File: src/rtl/sha_pkg.sv
// ----------------------------------------------------------------------------
// sha_pkg
// constants and helper functions shared by the stream hash unit
// ----------------------------------------------------------------------------
`default_nettype none
package sha_pkg;

	localparam int unsigned WordW = 32;
	localparam int unsigned CountW = 61;

	localparam logic [WordW-1:0] INIT_HASH [8] = '{
		32'h6a09e667, 32'hbb67ae85, 32'h3c6ef372, 32'ha54ff53a,
		32'h510e527f, 32'h9b05688c, 32'h1f83d9ab, 32'h5be0cd19
	};

	localparam logic [WordW-1:0] ROUND_K [64] = '{
		32'h428a2f98, 32'h71374491, 32'hb5c0fbcf, 32'he9b5dba5,
		32'h3956c25b, 32'h59f111f1, 32'h923f82a4, 32'hab1c5ed5,
		32'hd807aa98, 32'h12835b01, 32'h243185be, 32'h550c7dc3,
		32'h72be5d74, 32'h80deb1fe, 32'h9bdc06a7, 32'hc19bf174,
		32'he49b69c1, 32'hefbe4786, 32'h0fc19dc6, 32'h240ca1cc,
		32'h2de92c6f, 32'h4a7484aa, 32'h5cb0a9dc, 32'h76f988da,
		32'h983e5152, 32'ha831c66d, 32'hb00327c8, 32'hbf597fc7,
		32'hc6e00bf3, 32'hd5a79147, 32'h06ca6351, 32'h14292967,
		32'h27b70a85, 32'h2e1b2138, 32'h4d2c6dfc, 32'h53380d13,
		32'h650a7354, 32'h766a0abb, 32'h81c2c92e, 32'h92722c85,
		32'ha2bfe8a1, 32'ha81a664b, 32'hc24b8b70, 32'hc76c51a3,
		32'hd192e819, 32'hd6990624, 32'hf40e3585, 32'h106aa070,
		32'h19a4c116, 32'h1e376c08, 32'h2748774c, 32'h34b0bcb5,
		32'h391c0cb3, 32'h4ed8aa4a, 32'h5b9cca4f, 32'h682e6ff3,
		32'h748f82ee, 32'h78a5636f, 32'h84c87814, 32'h8cc70208,
		32'h90befffa, 32'ha4506ceb, 32'hbef9a3f7, 32'hc67178f2
	};

	localparam logic CMD_ABSORB = 1'b0;
	localparam logic CMD_FINISH = 1'b1;

	typedef logic [WordW-1:0] word_t;

	// control between the sequencer and the compression core
	typedef struct packed {
		logic start;
	} core_ctl_t;

	typedef struct packed {
		logic busy;
		logic done;
	} core_sts_t;

	function automatic word_t rotr(input word_t x, input int unsigned n);
		rotr = (x >> n) | (x << (WordW - n));
	endfunction

	function automatic word_t sig0(input word_t x);
		sig0 = rotr(x, 7) ^ rotr(x, 18) ^ (x >> 3);
	endfunction

	function automatic word_t sig1(input word_t x);
		sig1 = rotr(x, 17) ^ rotr(x, 19) ^ (x >> 10);
	endfunction

	function automatic word_t big0(input word_t x);
		big0 = rotr(x, 2) ^ rotr(x, 13) ^ rotr(x, 22);
	endfunction

	function automatic word_t big1(input word_t x);
		big1 = rotr(x, 6) ^ rotr(x, 11) ^ rotr(x, 25);
	endfunction

endpackage
`default_nettype wire

File: src/rtl/sha_core.sv
// ----------------------------------------------------------------------------
// sha_core
// 64-round compression; message words stream from the block memory, the
// schedule window lives in two 16-entry copies, each read twice per round
// ----------------------------------------------------------------------------
`default_nettype none
module sha_core (
	input  wire logic              clk,
	input  wire logic              arst_n,
	input  wire sha_pkg::core_ctl_t ctl,
	output sha_pkg::core_sts_t     sts,
	// block memory read port (word address)
	output logic [3:0]             blk_addr,
	input  wire sha_pkg::word_t    blk_word,
	// hash words
	input  wire sha_pkg::word_t    hash_in [8],
	output sha_pkg::word_t         hash_out [8],
	output logic                   hash_we
);

	typedef enum logic [1:0] {ST_IDLE, ST_RUN, ST_ADD} state_t;

	state_t         state_q;
	logic [6:0]     cnt_q;      // pipeline slot counter; the round in flight is its registered copy rnd_s1
	sha_pkg::word_t v_q [8];

	// schedule window memory: four read ports via dual copies
	sha_pkg::word_t wa_mem [16];
	sha_pkg::word_t wb_mem [16];
	sha_pkg::word_t w2_q, w7_q, w15_q, w16_q;
	sha_pkg::word_t w2_r, w7_r;
	logic [5:0]     rnd_s1;
	logic           vld_s1;

	logic [5:0] rnd_c;
	assign rnd_c = cnt_q[5:0];
	assign blk_addr = rnd_c[3:0];

	// read addresses for round rnd_c, data used next cycle
	always_ff @(posedge clk) begin
		w15_q <= wa_mem[4'(rnd_c - 6'd15)];
		w16_q <= wa_mem[rnd_c[3:0]];
		w2_r  <= wb_mem[4'(rnd_c - 6'd2)];
		w7_r  <= wb_mem[4'(rnd_c - 6'd7)];
	end

	// word of round r-2 is committed to the window memories before the read for round r
	sha_pkg::word_t w_new;

	assign w2_q = w2_r;
	assign w7_q = w7_r;

	always_comb begin
		if (rnd_s1 < 6'd16) begin
			w_new = blk_word;
		end else begin
			w_new = sha_pkg::sig1(w2_q) + w7_q + sha_pkg::sig0(w15_q) + w16_q;
		end
	end

	sha_pkg::word_t t1, t2;
	always_comb begin
		t1 = v_q[7] + sha_pkg::big1(v_q[4]) + ((v_q[4] & v_q[5]) ^ (~v_q[4] & v_q[6]))
			+ sha_pkg::ROUND_K[rnd_s1] + w_new;
		t2 = sha_pkg::big0(v_q[0]) + ((v_q[0] & v_q[1]) ^ (v_q[0] & v_q[2])
			^ (v_q[1] & v_q[2]));
	end

	always_ff @(posedge clk) begin
		if (vld_s1) begin
			wa_mem[rnd_s1[3:0]] <= w_new;
			wb_mem[rnd_s1[3:0]] <= w_new;
		end
	end

	always_ff @(posedge clk or negedge arst_n) begin
		if (!arst_n) begin
			state_q  <= ST_IDLE;
			cnt_q    <= '0;
			vld_s1   <= 1'b0;
			rnd_s1   <= '0;
		end else begin
			case (state_q)
				ST_IDLE: begin
					vld_s1 <= 1'b0;
					if (ctl.start) begin
						state_q <= ST_RUN;
						cnt_q   <= '0;
					end
				end
				ST_RUN: begin
					vld_s1 <= !cnt_q[6];
					rnd_s1 <= rnd_c;
					if (!cnt_q[6]) begin
						cnt_q <= cnt_q + 7'd1;
					end else begin
						state_q <= ST_ADD;
					end
				end
				ST_ADD: begin
					vld_s1  <= 1'b0;
					state_q <= ST_IDLE;
				end
				default: begin
					state_q <= ST_IDLE;
				end
			endcase
		end
	end

	always_ff @(posedge clk) begin
		if (state_q == ST_IDLE && ctl.start) begin
			for (int i = 0; i < 8; i++) v_q[i] <= hash_in[i];
		end else if (vld_s1) begin
			v_q[7] <= v_q[6];
			v_q[6] <= v_q[5];
			v_q[5] <= v_q[4];
			v_q[4] <= v_q[3] + t1;
			v_q[3] <= v_q[2];
			v_q[2] <= v_q[1];
			v_q[1] <= v_q[0];
			v_q[0] <= t1 + t2;
		end
	end

	always_comb begin
		for (int i = 0; i < 8; i++) hash_out[i] = hash_in[i] + v_q[i];
	end

	assign hash_we   = (state_q == ST_ADD);
	assign sts.busy  = (state_q != ST_IDLE);
	assign sts.done  = (state_q == ST_ADD);

	assert property (@(posedge clk) disable iff (!arst_n)
		ctl.start |-> state_q == ST_IDLE) else $error("start while busy");
	assert property (@(posedge clk) disable iff (!arst_n)
		(state_q == ST_ADD) |-> $past(cnt_q[6])) else $error("early add");
	assert property (@(posedge clk) disable iff (!arst_n)
		vld_s1 |-> state_q == ST_RUN || state_q == ST_ADD) else $error("stray round");

endmodule
`default_nettype wire

File: src/rtl/sha256_stream_hash_unit.sv
// ----------------------------------------------------------------------------
// sha256_stream_hash_unit
// byte stream SHA-256 with block memory, compression core and digest output
// ----------------------------------------------------------------------------
// channel  | signals                            | dir
// request  | valid ready command data_byte      | in
// digest   | out_valid out_ready digest_word,   | out
//          | word_index last_word               |
// an absorb request writes one byte; the 64th byte of a block starts the
// compression core (one round per cycle; rounds 0-15 read the block memory)
// a finish request writes 0x80, zero padding and the length, runs one or two
// compressions, then eight digest words straight from the hash register
// reset is asynchronous and restores the initial hash; no clearing pass
// requests are held off while padding, compressing or emitting the digest
`default_nettype none
module sha256_stream_hash_unit (
	input  wire logic        clk,
	input  wire logic        arst_n,
	input  wire logic        valid,
	output logic             ready,
	input  wire logic        command,
	input  wire logic [7:0]  data_byte,
	output logic             out_valid,
	input  wire logic        out_ready,
	output logic [31:0]      digest_word,
	output logic [2:0]       word_index,
	output logic             last_word
);

	typedef enum logic [2:0] {ST_IDLE, ST_COMP, ST_PAD, ST_LEN, ST_FCOMP, ST_EMIT} state_t;

	state_t                     state_q;
	logic [sha_pkg::CountW-1:0] count_q;
	logic [5:0]                 fill_q;
	logic                       two_q;
	sha_pkg::word_t             hash_q [8];
	logic [2:0]                 len_q;

	// block memory: 16 words, byte write enables, registered read
	sha_pkg::word_t blk_mem [16];
	sha_pkg::word_t blk_rd_q;
	logic [3:0]     blk_raddr;
	logic           blk_we;
	logic [5:0]     blk_waddr;
	logic [7:0]     blk_wdata;

	always_ff @(posedge clk) begin
		if (blk_we) begin
			case (blk_waddr[1:0])
				2'd0: blk_mem[blk_waddr[5:2]][31:24] <= blk_wdata;
				2'd1: blk_mem[blk_waddr[5:2]][23:16] <= blk_wdata;
				2'd2: blk_mem[blk_waddr[5:2]][15:8]  <= blk_wdata;
				2'd3: blk_mem[blk_waddr[5:2]][7:0]   <= blk_wdata;
				default: ;
			endcase
		end
		blk_rd_q <= blk_mem[blk_raddr];
	end

	sha_pkg::core_ctl_t ctl;
	sha_pkg::core_sts_t sts;
	sha_pkg::word_t     hash_new [8];
	logic               hash_we;

	sha_core u_core (
		.clk      (clk),
		.arst_n   (arst_n),
		.ctl      (ctl),
		.sts      (sts),
		.blk_addr (blk_raddr),
		.blk_word (blk_rd_q),
		.hash_in  (hash_q),
		.hash_out (hash_new),
		.hash_we  (hash_we)
	);

	logic [63:0] bit_len;
	assign bit_len = {count_q, 3'b000};

	logic acc;
	assign ready = (state_q == ST_IDLE);
	assign acc   = valid && ready;

	always_comb begin
		blk_we    = 1'b0;
		blk_waddr = fill_q;
		blk_wdata = data_byte;
		ctl.start = 1'b0;
		case (state_q)
			ST_IDLE: begin
				if (acc) begin
					blk_we    = 1'b1;
					blk_wdata = (command == sha_pkg::CMD_FINISH) ? 8'h80 : data_byte;
					ctl.start = (fill_q == 6'd63);
				end
			end
			ST_PAD: begin
				blk_we    = 1'b1;
				blk_wdata = 8'h00;
				ctl.start = (fill_q == 6'd63);
			end
			ST_LEN: begin
				blk_we    = 1'b1;
				blk_waddr = {3'b111, len_q};
				blk_wdata = bit_len[8*(7-len_q) +: 8];
				ctl.start = (len_q == 3'd7);
			end
			default: ;
		endcase
	end

	logic [2:0] emit_q;

	always_ff @(posedge clk or negedge arst_n) begin
		if (!arst_n) begin
			state_q   <= ST_IDLE;
			count_q   <= '0;
			fill_q    <= '0;
			two_q     <= 1'b0;
			len_q     <= '0;
			emit_q    <= '0;
			out_valid <= 1'b0;
			for (int i = 0; i < 8; i++) hash_q[i] <= sha_pkg::INIT_HASH[i];
		end else begin
			if (hash_we) begin
				for (int i = 0; i < 8; i++) hash_q[i] <= hash_new[i];
			end
			case (state_q)
				ST_IDLE: begin
					if (acc) begin
						fill_q <= fill_q + 6'd1;
						if (command == sha_pkg::CMD_ABSORB) begin
							count_q <= count_q + 61'd1;
							if (fill_q == 6'd63) state_q <= ST_COMP;
						end else begin
							len_q <= '0;
							if (fill_q == 6'd63) begin
								two_q   <= 1'b1;
								state_q <= ST_FCOMP;
							end else if (fill_q == 6'd55) begin
								state_q <= ST_LEN;
							end else begin
								state_q <= ST_PAD;
							end
						end
					end
				end
				ST_COMP: begin
					if (sts.done) state_q <= ST_IDLE;
				end
				ST_PAD: begin
					fill_q <= fill_q + 6'd1;
					if (fill_q == 6'd63) begin
						two_q   <= 1'b1;
						state_q <= ST_FCOMP;
					end else if (fill_q == 6'd55) begin
						state_q <= ST_LEN;
					end
				end
				ST_LEN: begin
					len_q <= len_q + 3'd1;
					if (len_q == 3'd7) begin
						two_q   <= 1'b0;
						state_q <= ST_FCOMP;
					end
				end
				ST_FCOMP: begin
					if (sts.done) begin
						if (two_q) begin
							state_q <= ST_PAD;
						end else begin
							state_q   <= ST_EMIT;
							emit_q    <= '0;
							out_valid <= 1'b1;
						end
					end
				end
				ST_EMIT: begin
					if (out_valid && out_ready) begin
						if (emit_q == 3'd7) begin
							out_valid <= 1'b0;
							state_q   <= ST_IDLE;
							count_q   <= '0;
							fill_q    <= '0;
							for (int i = 0; i < 8; i++) hash_q[i] <= sha_pkg::INIT_HASH[i];
						end else begin
							emit_q <= emit_q + 3'd1;
						end
					end
				end
				default: state_q <= ST_IDLE;
			endcase
		end
	end

	assign digest_word = hash_q[emit_q];
	assign word_index  = emit_q;
	assign last_word   = (emit_q == 3'd7);

	assert property (@(posedge clk) disable iff (!arst_n)
		out_valid |-> state_q == ST_EMIT) else $error("digest outside emit");
	assert property (@(posedge clk) disable iff (!arst_n)
		ctl.start |-> !sts.busy) else $error("core restarted");
	assert property (@(posedge clk) disable iff (!arst_n)
		(state_q == ST_LEN) |-> fill_q == 6'd56) else $error("length misplaced");

endmodule
`default_nettype wire
File: config.mk
export PLATFORM = sky130hd
export DESIGN_NAME = sha256_stream_hash_unit
export DESIGN_NICKNAME = d
export VERILOG_FILES = /design/src/rtl/sha_pkg.sv /design/src/rtl/sha_core.sv /design/src/rtl/sha256_stream_hash_unit.sv
export SDC_FILE = /design/constraint.sdc
export NUM_CORES = 2
export LEC_CHECK = 0
export BUFFER_PORTS_ARGS = -buffer_cell sky130_fd_sc_hd__buf_4
export CAP_MARGIN = 15
export CORE_MARGIN = 2
export CORE_UTILIZATION = 35
export DETAILED_ROUTE_END_ITERATION = 6
export REMOVE_ABC_BUFFERS = 1
export SYNTH_ARGS = -nofsm -noshare
export SYNTH_HDL_FRONTEND = slang
export SYNTH_SLANG_ARGS = --single-unit
File: constraint.sdc
create_clock -name clk -period 12.15 [get_ports clk]
set_input_delay 2.43 -clock clk [delete_from_list [all_inputs] [get_ports clk]]
set_output_delay 2.43 -clock clk [all_outputs]
set_load 0.02 [all_outputs]
Word level (Yosys, flattened, before mapping):

Memories as Yosys holds them, arrays and structs flattened. A register that Yosys moved wholly into a read port is not among the register bits.
Index checks and enable logic that the tools add are counted.

* shift operators: 1
* muxes and demuxes: 92
* $lt $le $gt $ge: 3
* reductions and logical operators: 26
* equal/unequal tests: 29
* add/subtract/negate cells: 27
* bitwise operators: 37

Operators by type and width (number)
* 256-bit 2-to-1 mux: 4
* 32-bit adder: 18
* 32-bit 2-to-1 mux: 13
* 32-bit bitwise XOR: 9
* 61-bit 2-to-1 mux: 4
* 32-bit bitwise AND: 5
* 61-bit one-hot mux with 2 select lines: 1
* 32-bit binary-select mux with 3-bit select: 1
* 64-bit by 33-bit indexed part select with 8-bit output: 1
* 61-bit by 1-bit adder with 61-bit output (second input constant): 1
* 3-bit 2-to-1 mux: 18
* 32-bit NOT: 1
* 10-bit by 32-bit bitwise OR with 32-bit output: 1
* 13-bit by 32-bit bitwise OR with 32-bit output: 1
* 14-bit by 32-bit bitwise OR with 32-bit output: 1
* 15-bit by 32-bit bitwise OR with 32-bit output: 1
* 19-bit by 32-bit bitwise OR with 32-bit output: 1
* 21-bit by 32-bit bitwise OR with 32-bit output: 1
* 25-bit by 32-bit bitwise OR with 32-bit output: 1
* 26-bit by 32-bit bitwise OR with 32-bit output: 1
* 30-bit by 32-bit bitwise OR with 32-bit output: 1
* 7-bit by 32-bit bitwise OR with 32-bit output: 1
* 32-bit by 22-bit bitwise XOR with 32-bit output: 1
* 32-bit by 29-bit bitwise XOR with 32-bit output: 1
* 48 further kinds: 127

* bits in registers: 350
* logic and storage cells: 240
* memories: 5
* memory bits (read-only): 2048
* bits in writable memories: 1792

Memory list
* (name not given): depth 64, width 32, read ports 1, clocked after memory_dff 0, write ports 0, line sha_core.sv:64 `+ sha_pkg::ROUND_K[rnd_s1] + w_new;`
* blk_mem: depth 16, width 32, read ports 1, clocked after memory_dff 1, write ports 1, line sha256_stream_hash_unit.sv:40 `sha_pkg::word_t blk_mem [16];`
* u_core.wa_mem: depth 16, width 32, read ports 2, clocked after memory_dff 2, write ports 1, line sha_core.sv:28 `sha_pkg::word_t wa_mem [16];`
* u_core.wb_mem: depth 16, width 32, read ports 2, clocked after memory_dff 2, write ports 1, line sha_core.sv:29 `sha_pkg::word_t wb_mem [16];`
* u_core.v_q: depth 8, width 32, read ports 8, clocked after memory_dff 0, write ports 8, line sha_core.sv:25 `sha_pkg::word_t v_q [8];`

Depth between registers and ports, before layout:

* depth in word-level cells: 10
* gate-level depth with buffers: 43
* depth with buffers taken out: 42

Modules after synthesis:

A second synthesis with hierarchy kept.

* cells, all modules: 8306
* area total of the unflattened synthesis: 106059.2 um^2

Modules (own cells, without submodules)
* sha_core: cells each 5955, area an instance 68697.1 um^2, seq. area each 26025.0 um^2, instances 1
* sha256_stream_hash_unit: cells each 2351, area an instance 37362.1 um^2, seq. area each 24543.5 um^2, instances 1

Worst setup path after synthesis:

No wires, ideal clock.

* path type: input to register
* from: in valid
* to: mem u_core.v_q[0][0] in the netlist's numbering (enable)
* data required time: 11486 ps
* path buffers: 1
* stages: 6
* path slack: 2492 ps
* setup time: 664 ps
* arrival: 8994 ps
* cell sequence: nor2_1 > nor3_1 > a31oi_1 > or4_1 > clkbuf_1 > nand2b_1

RTL lines
* start: declaration: line sha256_stream_hash_unit.sv:19 `input wire logic valid,`
* end: declaration: line sha_core.sv:25

==> summary.txt <==
Die Y-Extent = 554 um
Vias in the first global route = 70537
Max Root-Sink Buffers = 4
Post-synth ARST share = 0.196
Clk root buf = clkbuf_16
Final setup violation count = 0
Crit Reg-Reg Endpoint = u_core.v_q[0][30]
I/O pin count = 51
Reg2Reg Setup Slack = 1820 ps
Final WS setup = 1820 ps
Element type at the critical path end = register
CP dominant cell by count = a21oi_1
Largest net degree at the start of global routing = 161
Max VDD drop = 0.195 mV
Post-Synth XOR/XNOR Area = 0.0498
Setup Fix Bufs, Post-CTS = 0
CTS sink count = 1790
Switching power = 10400 uW
Post-Syn Area per Cell = 13.0 sq um
PortBufs = 50
Finished Cell Area = 0.118 sq mm
Synth cell types = 99
Leakage = 0.0435 uW
Compound-gate portion of the synthesized area = 0.0962
CTS buffer count = 203
Fraction of the mapped netlist area in simple logic gates = 0.0699
Mapped Area = 0.106 sq mm
Tightest Pin Transition = 1220 ps
Data arrival, critical path = 10910 ps
Skew-Pair Late Insertion Delay = 890 ps
Cell area power density = 227 mW/mm^2
Setup CP Type = register to register
Status = complete, no violations
Post-synthesis adder-cell area fraction = 0.0861
Fin. Hold Viols = 0
Pre-CTS setup slack = 2020 ps
Total gr overflow = 0
Synth warn = 0
Via density = 5.83
Clock skew = 67.9 ps
Area Overhead vs Synth = 11.2%
# rows = 201
H-tree Lvls = 4
Syn Inst Count = 8114
Min-Delay Path Class = register to register
P_int = 16300 uW
Hold slack = 511 ps
Initial detailed-routing violation count = 7527
Slowest CP cell = a21oi_2
# resized after CTS = 0
Filler instances = 27991
Wire per inst = 26.7 um
Number of antenna violations at the first check in global routing = 16
CP Data Required Time = 12730 ps
Vias after detailed routing = 71037
Comb pwr share = 0.447
Max-cap violations = 0
Seq pwr share = 0.319
Count of non-filler cells in the finished layout = 12186
First-pass GRT wire length = 480 mm
Clock transition at the registers of the reported paths = 60 ps
Crit path time final = 10330 ps
WHS Endpoint = hash_q[96]
Reg-to-Reg Start = u_core.w15_q[9]
Seq cells post-synth = 1790
Sw frac = 0.390
Largest family of logic cells by synthesized area = multiplexers
CP Buf/Inv Count = 2
First drt pass iteration count = 6
GP Congestion = 0.967
CP top delay family = compound AO/OA/AOI/OAI gates
Max-slew violations = 0
Tcrit/Tclk final = 0.851
HPWL Detailed = 225 mm
Main flop type after synthesis = edfxtp_1
Slowest stage delay, CP = 780 ps
Fraction of synthesized area in multiplexers = 0.191
CTS tree = built
Hold path depth = 2
Fmax = 96.8 MHz
Placed instance area = 0.111 sq mm
Worst setup SP type = register
Core area = 0.300 sq mm
Die span in x = 554 um
Drt drc = 0
Number of synthesized flops with an enable pin = 1280
Layout cells sized above 1 = 0.209
Hold_sp = hash_q[96]
RSZ-0062 raised after global routing = no
Cts hold-fix bufs = 0
Global Route Usage Sum = 0.208
Layout Nets = 8657
Clock power frac = 0.234
Slew headroom = 0.186
Post-route antenna net violation count = 0
Die area = 0.307 sq mm
Register area share after synthesis = 0.478
Crit-path max FO = 17
Cell count after placement = 11799
Reg2reg path depth = 38
Post-Route WL = 325 mm
Starting Density = 0.352
cells in the mapped netlist (18+ instances only):
| cell | count | area, sq um |
|---|---|---|
| dfstp_2 | 136 | 3570 |
| buf_1 | 85 | 319 |
| a31oi_1 | 56 | 350 |
| clkbuf_1 | 344 | 1290 |
| dfrtp_1 | 214 | 5360 |
| and2_1 | 23 | 144 |
| buf_2 | 21 | 105 |
| o21bai_1 | 63 | 473 |
| nand3_1 | 127 | 636 |
| inv_1 | 352 | 1320 |
| nand2b_1 | 84 | 526 |
| o21a_1 | 43 | 323 |
| nand2_1 | 632 | 2370 |
| dfxtp_1 | 160 | 3200 |
| nor2_1 | 396 | 1490 |
| xor2_1 | 190 | 1660 |
| a211oi_1 | 51 | 383 |
| o31ai_1 | 22 | 165 |
| nor3_1 | 68 | 340 |
| o21ai_0 | 437 | 2190 |
| mux2i_1 | 55 | 551 |
| nor2b_1 | 50 | 313 |
| edfxtp_1 | 1280 | 38400 |
| ha_1 | 401 | 5020 |
| and3_1 | 41 | 257 |
| or3_1 | 36 | 225 |
| maj3_1 | 18 | 180 |
| mux2_2 | 239 | 2690 |
| and4_1 | 20 | 175 |
| o211ai_1 | 97 | 728 |
| a21oi_1 | 526 | 2630 |
| fa_1 | 195 | 3900 |
| mux4_2 | 752 | 16900 |
| xnor2_1 | 409 | 3580 |
| nand4_1 | 34 | 213 |
| a21o_1 | 195 | 1460 |
cell type report:
cell class / count / area (sq um) / share of cell area
multi-input cells: 5519 / 52500 / 0.446
flip-flops and latches: 1790 / 50600 / 0.430
clock buffers: 273 / 5570 / 0.0473
well taps: 3958 / 4950 / 0.0421
repair buffers: 181 / 1480 / 0.0126
inverters: 353 / 1330 / 0.0113
clock inverters: 107 / 1150 / 0.00979
diodes: 5 / 12.5 / 0.000106
power by group through the flow:
stage	clock network, uW	logic [uW]	registers (uW)
after floorplan	0	8450	8400
after global placement	0	11600	8610
after detailed placement	0	11700	8630
after CTS	6340	11800	8520
after global routing	6580	13200	8610
final	6250	12000	8540
worst reg2reg max path: cells and delay by family, from the launching register on:
kind,cells,cell delay (ps)
buf+inv,2,190
flops,1,400
simple gates,6,1000
compound gates,18,4260
fa+ha+maj,7,2980
xor+xnor,5,1200
registers in the layout (all words and copies together) (netlist names):
name and flops:
u_core.w2_q 32, two_q 1, u_core.w16_q 32, u_core.wa_mem 512, u_core.rnd_s1 6, blk_rd_q 32, u_core.w7_q 32, u_core.vld_s1 1
blk_mem 512, u_core.w15_q 32, hash_q 256, u_core.v_q 256, state_q 3, count_q 61, u_core.cnt_q 7, u_core.state_q 2
word_index 3, fill_q 6, len_q 3, out_valid 1
placed cells by master (no fill, tap or decap), types with 56 or more instances in the layout:
cell       instances
nor3_1            68
dfxtp_1          160
o21ai_0          417
mux2_2           239
nor2_1           379
xor2_1           187
xnor2_1          409
o211ai_1          97
o21bai_1          63
a21o_1           195
dfrtp_1          204
mux4_2           752
edfxtp_1        1280
clkbuf_16        206
nand2b_1          82
dfstp_2          136
buf_4            170
ha_1             399
nand3_1          127
a21oi_1          519
inv_1            351
nand2_1          629
a31oi_1           56
fa_1             195
metal layers:
layer	track usage	wire length, um	vias up
li1	-	-	30764
met1	0.290	138000	36802
met4	0.0698	11900	6
met3	0.0331	23700	522
met2	0.331	151000	2943
met5	0	41	-
through the flow:
| step | utilization | setup TNS, ps | total power [uW] |
|---|---|---|---|
| 5_1_grt | 0.392 | 0 | 28400 |
| 2_1_floorplan | - | -1421330 | 16800 |
| 3_3_place_gp | 0.369 | 0 | 20200 |
| 6_report | 0.392 | 0 | 26700 |
| 4_1_cts | 0.391 | 0 | 26700 |
| 3_5_place_dp | 0.369 | 0 | 20400 |
cells by family (layout without fill, tap and decap cells):
group                      after synthesis  count (layout)
DFF                                   1790            1790
AOI/OAI and AO/OA                     1659            1659
and+or+nand+nor                       1600            1600
muxes                                 1046            1046
buffers and inverters                  805             914
adders and majority gates              614             614
xor gates and xnor gates               600             600
other                                    0               5
worst max-delay path by stage:
stage | depth (start not counted) | from | slack (ps) | end
3_3_place_gp | 38 | u_core.w15_q[9] | 2050 | u_core.v_q[0][30]
6_report | 38 | u_core.w15_q[9] | 1820 | u_core.v_q[0][30]
2_1_floorplan | 3 | u_core.cnt_q[0] | -11490 | u_core.w15_q[0]
4_1_cts | 38 | u_core.w15_q[20] | 1970 | u_core.v_q[0][30]
5_1_grt | 38 | u_core.w15_q[9] | 1170 | u_core.v_q[0][30]
3_5_place_dp | 38 | u_core.w15_q[9] | 2020 | u_core.v_q[0][30]
No activity file was read; power rests on OpenSTA's default activity.
